==> src/rtl/core/mtep_pkg.sv <==
package mtep_pkg;

  // Width of the delta accumulator and absolute time.
  localparam int unsigned TimeBits = 32;
  localparam int unsigned OutTimeBits = 32;

  localparam logic [7:0] DataMask   = 8'h7F;
  localparam logic [7:0] StatusBit  = 8'h80;
  localparam logic [7:0] SysBase    = 8'hF0;
  localparam logic [7:0] SysexStart = 8'hF0;
  localparam logic [7:0] SysexCont  = 8'hF7;
  localparam logic [7:0] MetaStatus = 8'hFF;
  localparam logic [7:0] ProgChange = 8'hC0;
  localparam logic [7:0] ChanPress  = 8'hD0;
  localparam logic [7:0] SongPos    = 8'hF2;
  localparam logic [7:0] TimeCode   = 8'hF1;
  localparam logic [7:0] SongSel    = 8'hF3;

  typedef enum logic [2:0] {
    PH_DELTA    = 3'd0,
    PH_STATUS   = 3'd1,
    PH_DATA1    = 3'd2,
    PH_DATA2    = 3'd3,
    PH_METATYPE = 3'd4,
    PH_LENGTH   = 3'd5,
    PH_PAYLOAD  = 3'd6
  } mtep_phase_e;

  typedef enum logic [1:0] {
    KIND_SHORT   = 2'd0,
    KIND_HEADER  = 2'd1,
    KIND_PAYLOAD = 2'd2
  } mtep_kind_e;

  typedef struct packed {
    mtep_kind_e              kind;
    logic [OutTimeBits-1:0]  event_time;
    logic [7:0]              status_byte;
    logic [7:0]              meta_type;
    logic [1:0]              data_count;
    logic [7:0]              first_data;
    logic [7:0]              second_data;
    logic [31:0]             payload_length;
    logic [7:0]              payload_value;
    logic                    event_done;
  } mtep_result_t;

  // Inline data bytes that follow a status byte.
  function automatic logic [1:0] data_needed(input logic [7:0] st);
    logic [7:0] hi;
    logic [1:0] n;
    hi = st & SysBase;
    if (hi != SysBase) begin
      n = ((hi == ProgChange) || (hi == ChanPress)) ? 2'd1 : 2'd2;
    end else if (st == SongPos) begin
      n = 2'd2;
    end else if ((st == TimeCode) || (st == SongSel)) begin
      n = 2'd1;
    end else begin
      n = 2'd0;
    end
    return n;
  endfunction

endpackage

==> src/rtl/core/mtep_in_reg.sv <==
module mtep_in_reg import mtep_pkg::*; (
  input  logic       clk_i,
  input  logic       rst_ni,
  input  logic       in_valid_i,
  output logic       in_ready_o,
  input  logic [7:0] track_byte_i,
  input  logic       last_in_chunk_i,
  input  logic       advance_i,
  output logic       s1_valid_o,
  output logic [7:0] s1_byte_o,
  output logic       s1_last_o
);

  logic       valid_q;
  logic [7:0] byte_q;
  logic       last_q;
  logic       take;

  assign in_ready_o = !valid_q || advance_i;
  assign take       = in_valid_i && in_ready_o;

  always_ff @(posedge clk_i or negedge rst_ni) begin
    if (!rst_ni) begin
      valid_q <= 1'b0;
    end else if (in_ready_o) begin
      valid_q <= in_valid_i;
    end
  end

  always_ff @(posedge clk_i) begin
    if (take) begin
      byte_q <= track_byte_i;
      last_q <= last_in_chunk_i;
    end
  end

  assign s1_valid_o = valid_q;
  assign s1_byte_o  = byte_q;
  assign s1_last_o  = last_q;

endmodule

==> src/rtl/core/mtep_parse.sv <==
module mtep_parse import mtep_pkg::*; (
  input  logic         clk_i,
  input  logic         rst_ni,
  input  logic         step_i,
  input  logic [7:0]   byte_i,
  input  logic         last_i,
  output logic         res_valid_o,
  output mtep_result_t res_o
);

  mtep_phase_e         phase_q, phase_d;
  logic [TimeBits-1:0] delta_q, delta_d;
  logic [TimeBits-1:0] abs_q, abs_d;
  logic [7:0]          rs_q, rs_d;
  logic [7:0]          held_q, held_d;
  logic [7:0]          meta_q, meta_d;
  logic [31:0]         remain_q, remain_d;

  logic [TimeBits-1:0] delta_sh;
  logic [31:0]         len_sh;
  logic [31:0]         remain_dec;
  logic [1:0]          need_rs;
  logic                emit;
  mtep_kind_e          e_kind;
  logic [1:0]          e_cnt;
  logic [7:0]          e_d1, e_d2, e_pval;
  logic [31:0]         e_plen;
  logic                e_done;
  logic                finish;
  logic                take_data;

  assign delta_sh   = {delta_q[TimeBits-8:0], byte_i[6:0]};
  assign len_sh     = {remain_q[24:0], byte_i[6:0]};
  assign remain_dec = remain_q - 32'd1;
  assign need_rs    = data_needed(rs_q);

  always_comb begin
    phase_d   = phase_q;
    delta_d   = delta_q;
    abs_d     = abs_q;
    rs_d      = rs_q;
    held_d    = held_q;
    meta_d    = meta_q;
    remain_d  = remain_q;
    emit      = 1'b0;
    e_kind    = KIND_SHORT;
    e_cnt     = 2'd0;
    e_d1      = 8'd0;
    e_d2      = 8'd0;
    e_plen    = 32'd0;
    e_pval    = 8'd0;
    e_done    = 1'b0;
    finish    = 1'b0;
    take_data = 1'b0;

    unique case (phase_q)
      PH_STATUS: begin
        if ((byte_i & StatusBit) == 8'd0) begin
          if (rs_q == 8'd0) begin
            abs_d = abs_q + TimeBits'(byte_i);  // stray data byte: more delta time
          end else begin
            take_data = 1'b1;
          end
        end else begin
          rs_d   = byte_i;
          meta_d = 8'd0;
          if (byte_i == MetaStatus) begin
            phase_d = PH_METATYPE;
          end else if ((byte_i == SysexStart) || (byte_i == SysexCont)) begin
            remain_d = 32'd0;
            phase_d  = PH_LENGTH;
          end else if (data_needed(byte_i) == 2'd0) begin
            emit   = 1'b1;
            e_done = 1'b1;
            finish = 1'b1;
          end else begin
            phase_d = PH_DATA1;
          end
        end
      end
      PH_DATA1, PH_DATA2: take_data = 1'b1;
      PH_METATYPE: begin
        meta_d   = byte_i;
        remain_d = 32'd0;
        phase_d  = PH_LENGTH;
      end
      PH_LENGTH: begin
        remain_d = len_sh;
        if (!byte_i[7]) begin
          emit   = 1'b1;
          e_kind = KIND_HEADER;
          e_plen = len_sh;
          e_done = (len_sh == 32'd0);
          if (len_sh == 32'd0) begin
            finish = 1'b1;
          end else begin
            phase_d = PH_PAYLOAD;
          end
        end
      end
      PH_PAYLOAD: begin
        remain_d = remain_dec;
        emit     = 1'b1;
        e_kind   = KIND_PAYLOAD;
        e_pval   = byte_i;
        e_done   = (remain_dec == 32'd0);
        finish   = (remain_dec == 32'd0);
      end
      default: begin
        delta_d = delta_sh;
        if (!byte_i[7]) begin
          abs_d   = abs_q + delta_sh;
          delta_d = '0;
          phase_d = PH_STATUS;
        end else begin
          phase_d = PH_DELTA;
        end
      end
    endcase

    if (take_data) begin
      if (phase_q == PH_DATA2) begin
        emit   = 1'b1;
        e_cnt  = 2'd2;
        e_d1   = held_q;
        e_d2   = byte_i;
        e_done = 1'b1;
        finish = 1'b1;
      end else if (need_rs == 2'd1) begin
        emit   = 1'b1;
        e_cnt  = 2'd1;
        e_d1   = byte_i;
        e_done = 1'b1;
        finish = 1'b1;
      end else begin
        held_d  = byte_i;
        phase_d = PH_DATA2;
      end
    end

    res_o.kind           = e_kind;
    res_o.event_time     = OutTimeBits'(abs_d);
    res_o.status_byte    = rs_d;
    res_o.meta_type      = meta_d;
    res_o.data_count     = e_cnt;
    res_o.first_data     = e_d1;
    res_o.second_data    = e_d2;
    res_o.payload_length = e_plen;
    res_o.payload_value  = e_pval;
    res_o.event_done     = e_done;

    // system messages cancel running status
    if (finish) begin
      if (rs_d >= SysBase) begin
        rs_d = 8'd0;
      end
      meta_d  = 8'd0;
      held_d  = 8'd0;
      phase_d = PH_DELTA;
    end

    if (last_i) begin
      phase_d  = PH_DELTA;
      delta_d  = '0;
      abs_d    = '0;
      rs_d     = 8'd0;
      held_d   = 8'd0;
      meta_d   = 8'd0;
      remain_d = 32'd0;
    end
  end

  assign res_valid_o = step_i && emit;

  always_ff @(posedge clk_i or negedge rst_ni) begin
    if (!rst_ni) begin
      phase_q  <= PH_DELTA;
      delta_q  <= '0;
      abs_q    <= '0;
      rs_q     <= 8'd0;
      held_q   <= 8'd0;
      meta_q   <= 8'd0;
      remain_q <= 32'd0;
    end else if (step_i) begin
      phase_q  <= phase_d;
      delta_q  <= delta_d;
      abs_q    <= abs_d;
      rs_q     <= rs_d;
      held_q   <= held_d;
      meta_q   <= meta_d;
      remain_q <= remain_d;
    end
  end

  a_short_done: assert property (@(posedge clk_i) disable iff (!rst_ni)
    res_valid_o && (res_o.kind == KIND_SHORT) |-> res_o.event_done)
    else $error("short event without done");

  a_chunk_reset: assert property (@(posedge clk_i) disable iff (!rst_ni)
    step_i && last_i |=> (phase_q == PH_DELTA) && (rs_q == 8'd0) && (abs_q == '0))
    else $error("state not cleared after chunk end");

  a_payload_left: assert property (@(posedge clk_i) disable iff (!rst_ni)
    (phase_q == PH_PAYLOAD) |-> (remain_q != 32'd0))
    else $error("payload phase with no bytes left");

  a_long_no_inline: assert property (@(posedge clk_i) disable iff (!rst_ni)
    res_valid_o && (res_o.kind != KIND_SHORT) |-> (res_o.data_count == 2'd0))
    else $error("long event item carries inline data");

endmodule

==> src/rtl/core/mtep_out_reg.sv <==
module mtep_out_reg import mtep_pkg::*; (
  input  logic         clk_i,
  input  logic         rst_ni,
  input  logic         res_valid_i,
  input  mtep_result_t res_i,
  output logic         free_o,
  output logic         out_valid_o,
  input  logic         out_ready_i,
  output mtep_result_t out_o
);

  logic         valid_q;
  mtep_result_t data_q;

  // register can load when empty or being drained this cycle
  assign free_o = !valid_q || out_ready_i;

  always_ff @(posedge clk_i or negedge rst_ni) begin
    if (!rst_ni) begin
      valid_q <= 1'b0;
    end else if (free_o) begin
      valid_q <= res_valid_i;
    end
  end

  always_ff @(posedge clk_i) begin
    if (free_o && res_valid_i) begin
      data_q <= res_i;
    end
  end

  assign out_valid_o = valid_q;
  assign out_o       = data_q;

endmodule

==> src/rtl/core/midi_track_event_parser.sv <==
// A result is offered once its byte has passed the input register at the transfer edge and then
//   the parse logic into the result register, which loads only while it can take a value.
// Throughput: one byte per cycle while the result register can take a value, set by the single state update per byte.
// Bytes that produce no result still take a step in the parse stage and need the result register free.
// Reset (rst_ni low, asynchronous) clears the parse state, time and both stages.
module midi_track_event_parser import mtep_pkg::*; (
  input  logic                   clk_i,
  input  logic                   rst_ni,
  input  logic                   in_valid_i,
  output logic                   in_ready_o,
  input  logic [7:0]             track_byte_i,
  input  logic                   last_in_chunk_i,
  output logic                   out_valid_o,
  input  logic                   out_ready_i,
  output logic [1:0]             item_kind_o,
  output logic [OutTimeBits-1:0] event_time_o,
  output logic [7:0]             status_byte_o,
  output logic [7:0]             meta_type_o,
  output logic [1:0]             data_count_o,
  output logic [7:0]             first_data_o,
  output logic [7:0]             second_data_o,
  output logic [31:0]            payload_length_o,
  output logic [7:0]             payload_value_o,
  output logic                   event_done_o
);

  logic         s1_valid;
  logic [7:0]   s1_byte;
  logic         s1_last;
  logic         out_free;
  logic         step;
  logic         res_valid;
  mtep_result_t res;
  mtep_result_t out_res;

  // The parse stage advances whenever a byte is held and the result register can take a value,
  // whether or not this byte produces a result.
  assign step = s1_valid && out_free;

  mtep_in_reg u_in_reg (
    .clk_i,
    .rst_ni,
    .in_valid_i,
    .in_ready_o,
    .track_byte_i,
    .last_in_chunk_i,
    .advance_i  (out_free),
    .s1_valid_o (s1_valid),
    .s1_byte_o  (s1_byte),
    .s1_last_o  (s1_last)
  );

  // Delta decode, running status, long event length/payload tracking.
  mtep_parse u_parse (
    .clk_i,
    .rst_ni,
    .step_i      (step),
    .byte_i      (s1_byte),
    .last_i      (s1_last),
    .res_valid_o (res_valid),
    .res_o       (res)
  );

  mtep_out_reg u_out_reg (
    .clk_i,
    .rst_ni,
    .res_valid_i (res_valid),
    .res_i       (res),
    .free_o      (out_free),
    .out_valid_o,
    .out_ready_i,
    .out_o       (out_res)
  );

  assign item_kind_o      = out_res.kind;
  assign event_time_o     = out_res.event_time;
  assign status_byte_o    = out_res.status_byte;
  assign meta_type_o      = out_res.meta_type;
  assign data_count_o     = out_res.data_count;
  assign first_data_o     = out_res.first_data;
  assign second_data_o    = out_res.second_data;
  assign payload_length_o = out_res.payload_length;
  assign payload_value_o  = out_res.payload_value;
  assign event_done_o     = out_res.event_done;

endmodule
==> config.mk <==
export PLATFORM = sky130hd
export DESIGN_NAME = midi_track_event_parser
export DESIGN_NICKNAME = d
export VERILOG_FILES = /design/src/rtl/core/mtep_pkg.sv /design/src/rtl/core/mtep_in_reg.sv /design/src/rtl/core/mtep_parse.sv /design/src/rtl/core/mtep_out_reg.sv /design/src/rtl/core/midi_track_event_parser.sv
export SDC_FILE = /design/constraint.sdc
export NUM_CORES = 1
export LEC_CHECK = 0
export BUFFER_PORTS_ARGS = -buffer_cell sky130_fd_sc_hd__buf_4
export CAP_MARGIN = 20
export CORE_MARGIN = 10
export CORE_UTILIZATION = 55
export CTS_CLUSTER_SIZE = 12
export DETAILED_ROUTE_END_ITERATION = 8
export PLACE_DENSITY = 0.75
export SLEW_MARGIN = 20
export SYNTH_ARGS = -nofsm -noshare
export SYNTH_HDL_FRONTEND = slang
export SYNTH_SLANG_ARGS = --single-unit
==> constraint.sdc <==
create_clock -name clk_i -period 12.5 [get_ports clk_i]
set_input_delay 1.25 -clock clk_i [delete_from_list [all_inputs] [get_ports clk_i]]
set_output_delay 1.25 -clock clk_i [all_outputs]
set_load 0.02 [all_outputs]
==> metrics.cfg <==
[floorplanning]
fp-row-count=56
start_util=0.5549
die_x_um=173.4
die_h_um=173.4
ioPinCount=124
coreArea_um2=23330
die_area_um2=30080

[power]
finalPower_mw=2.260
pwr-share-clk=0.334
pwr-share-seq=0.426
combinationalPowerShare=0.241
ir_drop_uv=108.2
power_density_nw_per_um2=151.4
p_int_mw=1.541
switching_power_mw=0.7187
p_sw_frac=0.3180
power.leakage_nw=6.338

[clock_tree]
cts_resized=0
cts_buffers=26
cts.sinks=236
cts_root_buffer=clkbuf_16
insertion_delay_ps=530
hold_buffers=0
postCtsSetupBuffers=0
htreeDepth=1
cts_buffer_depth=3
tritoncts=yes
clkTransAtPathRegs_ps=60

[placed_design]
postPlaceCellArea_um2=14080
dp_worst_setup_slack_ps=7473
place_hpwl_um=24340
place_congestion=0.9370
placed_cells=1656
port_buffers=123

[timing]
setup_viol=0
rsz0062_at_grt=no
fmax_mhz=201.9
drv_slew=0
hold_violations=0
post-route-period-util=0.3963
slew_headroom=0.3068
tns_ps=0
clock_skew_ps=13.85
whs_ps=493.5
setup_ws_ps=7547
fin_crit_ps=4953
tightestPinTransition_ps=1036

[drt]
vias=10670
via_per_inst=6.263
wire_per_inst_um=20.77
drt_iter0_markers=1105
ant_nets=0
drc=0
drt-pass1-iter-count=6
wl_um=35400

[layout]
nFillCells=1893
drive_gt1_frac=0.1639
diodes=0
syn2layout_area_growth_pct=15.28
fin_util=0.6397
fin_area_um2=14930
fin_cells=1704
nets=1413

[global_routing]
gr-total-overflow=0
grt_max_degree=76
antenna_found_initial=0
grt_pass1_vias=10220
grt_pass1_wl_um=56640
track_usage=0.2262

[min_path]
hold_path.class=reg2reg
hp-start=u_parse.held_q[7]$_DFFE_PN0P_

[setup_path]
cp-start-kind=register
crit_path_start=u_parse.phase_q[0]$_DFFE_PN0P_
slowest_delay_ps=840
crit_path_max_fanout=75
crit_slowest_cell=buf_4
reg2reg_slack_ps=7550
critical_path.top_delay_family=simple AND/OR/NAND/NOR gates
worstPathRequired_ps=12650
critical_path_class=reg2reg
r2r_start=u_parse.phase_q[0]$_DFFE_PN0P_
worst_ep_arrival_time_ps=5110
crit_chain=nor3b_4 > nand2_1 > or2_1 > or3b_2 > o21ai_0 > nor3_1 > nor2_4 > buf_4
endpoint_kind=register
critPathBufInv=1

[yosys]
ys_seq_area_frac=0.5017
syn_inst=1273
synthArstFlopShare=0.5000
syn_nets=1321
synth_cell_types=95
synth-main-ff-cell=edfxtp_1
yosys_warnings=0
synth_area_um2=12950
ys_seq_elements=236
avgSynthCellArea_um2=10.17
synth_edf_count=118

[run]
maxCapViolations=0

[status]
outcome=complete, no violations

## worst register-to-register path: cells and delay by family, from the launching register on
family / cells / cell delay, ps
buffers and inverters: 1 / 850
and+or+nand+nor: 6 / 3050
DFF: 1 / 520
AOI/OAI and AO/OA: 1 / 140
## sequential cells by signal, indices dropped and copies added (netlist names)
name                   cells
u_out_reg.out_o          109
u_parse.held_q             8
u_parse.rs_q               8
u_parse.abs_q             32
u_in_reg.s1_byte_o         8
u_in_reg.s1_valid_o        1
u_parse.delta_q           25
u_parse.phase_q            3
u_parse.meta_q             8
u_out_reg.out_valid_o      1
u_parse.remain_q          32
u_in_reg.s1_last_o         1
## metal layers
layer,vias up,global-route usage,share of wire
met4,0,0.06216,0.019
met2,484,0.3694,0.47
met3,57,0.03463,0.081
li1,5005,-,-
met5,-,0,0
met1,5126,0.3072,0.43
## placed cells by master (no fill, tap or decap), drive strengths merged, types with 13 or more instances in the layout
| cell type | count |
|---|---|
| a21o | 21 |
| a21oi | 60 |
| a22o | 59 |
| a31oi | 14 |
| and2 | 34 |
| and3 | 50 |
| buf | 140 |
| clkbuf | 38 |
| dfrtp | 118 |
| edfxtp | 118 |
| ha | 34 |
| inv | 13 |
| nand2 | 177 |
| nand3 | 24 |
| nand4 | 15 |
| nor2 | 63 |
| nor3 | 37 |
| nor4 | 17 |
| o21ai | 109 |
| xnor2 | 24 |
## kinds of logic after synthesis
family                     synth area share
and+or+nand+nor                      0.2008
AOI/OAI and AO/OA                    0.2015
DFF                                  0.5017
buffers and inverters               0.02889
adders and majority gates           0.03440
xor gates and xnor gates            0.02300
muxes                              0.009664
## synth_stat cells, types with 30 or more instances
cell	number	share of area
dfrtp_1	118	0.23
and3_1	47	0.023
clkbuf_1	65	0.019
o21ai_0	104	0.040
edfxtp_1	118	0.27
nand2_1	176	0.051
and2_1	30	0.014
a22o_1	58	0.039
a21oi_1	59	0.023
ha_1	34	0.033
nor3_1	32	0.012
nor2_1	63	0.018
## power by group through the flow
stage / clock (mW) / sequential, mW / combinational, mW
CTS: 0.767 / 0.958 / 0.537
global route: 0.798 / 0.969 / 0.593
floorplan: 0 / 0.951 / 0.393
global placement: 0 / 0.971 / 0.522
finish: 0.754 / 0.962 / 0.544
detailed placement: 0 / 0.972 / 0.534
## final cells by class
class | count | area (um^2) | area share
Clock buffer | 38 | 705.7 | 0.04728
Timing Repair Buffer | 140 | 1049 | 0.07025
Tap cell | 319 | 399.1 | 0.02674
Inverter | 12 | 45.04 | 0.003018
Sequential cell | 236 | 6496 | 0.4352
Clock inverter | 10 | 140.1 | 0.009389
Multi-Input combinational cell | 949 | 6091 | 0.4081
## worst paths after layout
path                                                   end  cells past startpoint
min                          u_parse.held_q[7]$_DFFE_PN0P_                      1
max                          u_out_reg.out_o[97]$_DFFE_PP_                      8
max in group asynchronous   u_parse.delta_q[5]$_DFFE_PN0P_                      2
min in group asynchronous  u_parse.delta_q[16]$_DFFE_PN0P_                      1
min reg2reg                  u_parse.held_q[7]$_DFFE_PN0P_                      1
max reg2reg                  u_out_reg.out_o[97]$_DFFE_PP_                      8
No activity file was read; power rests on OpenSTA's default activity.
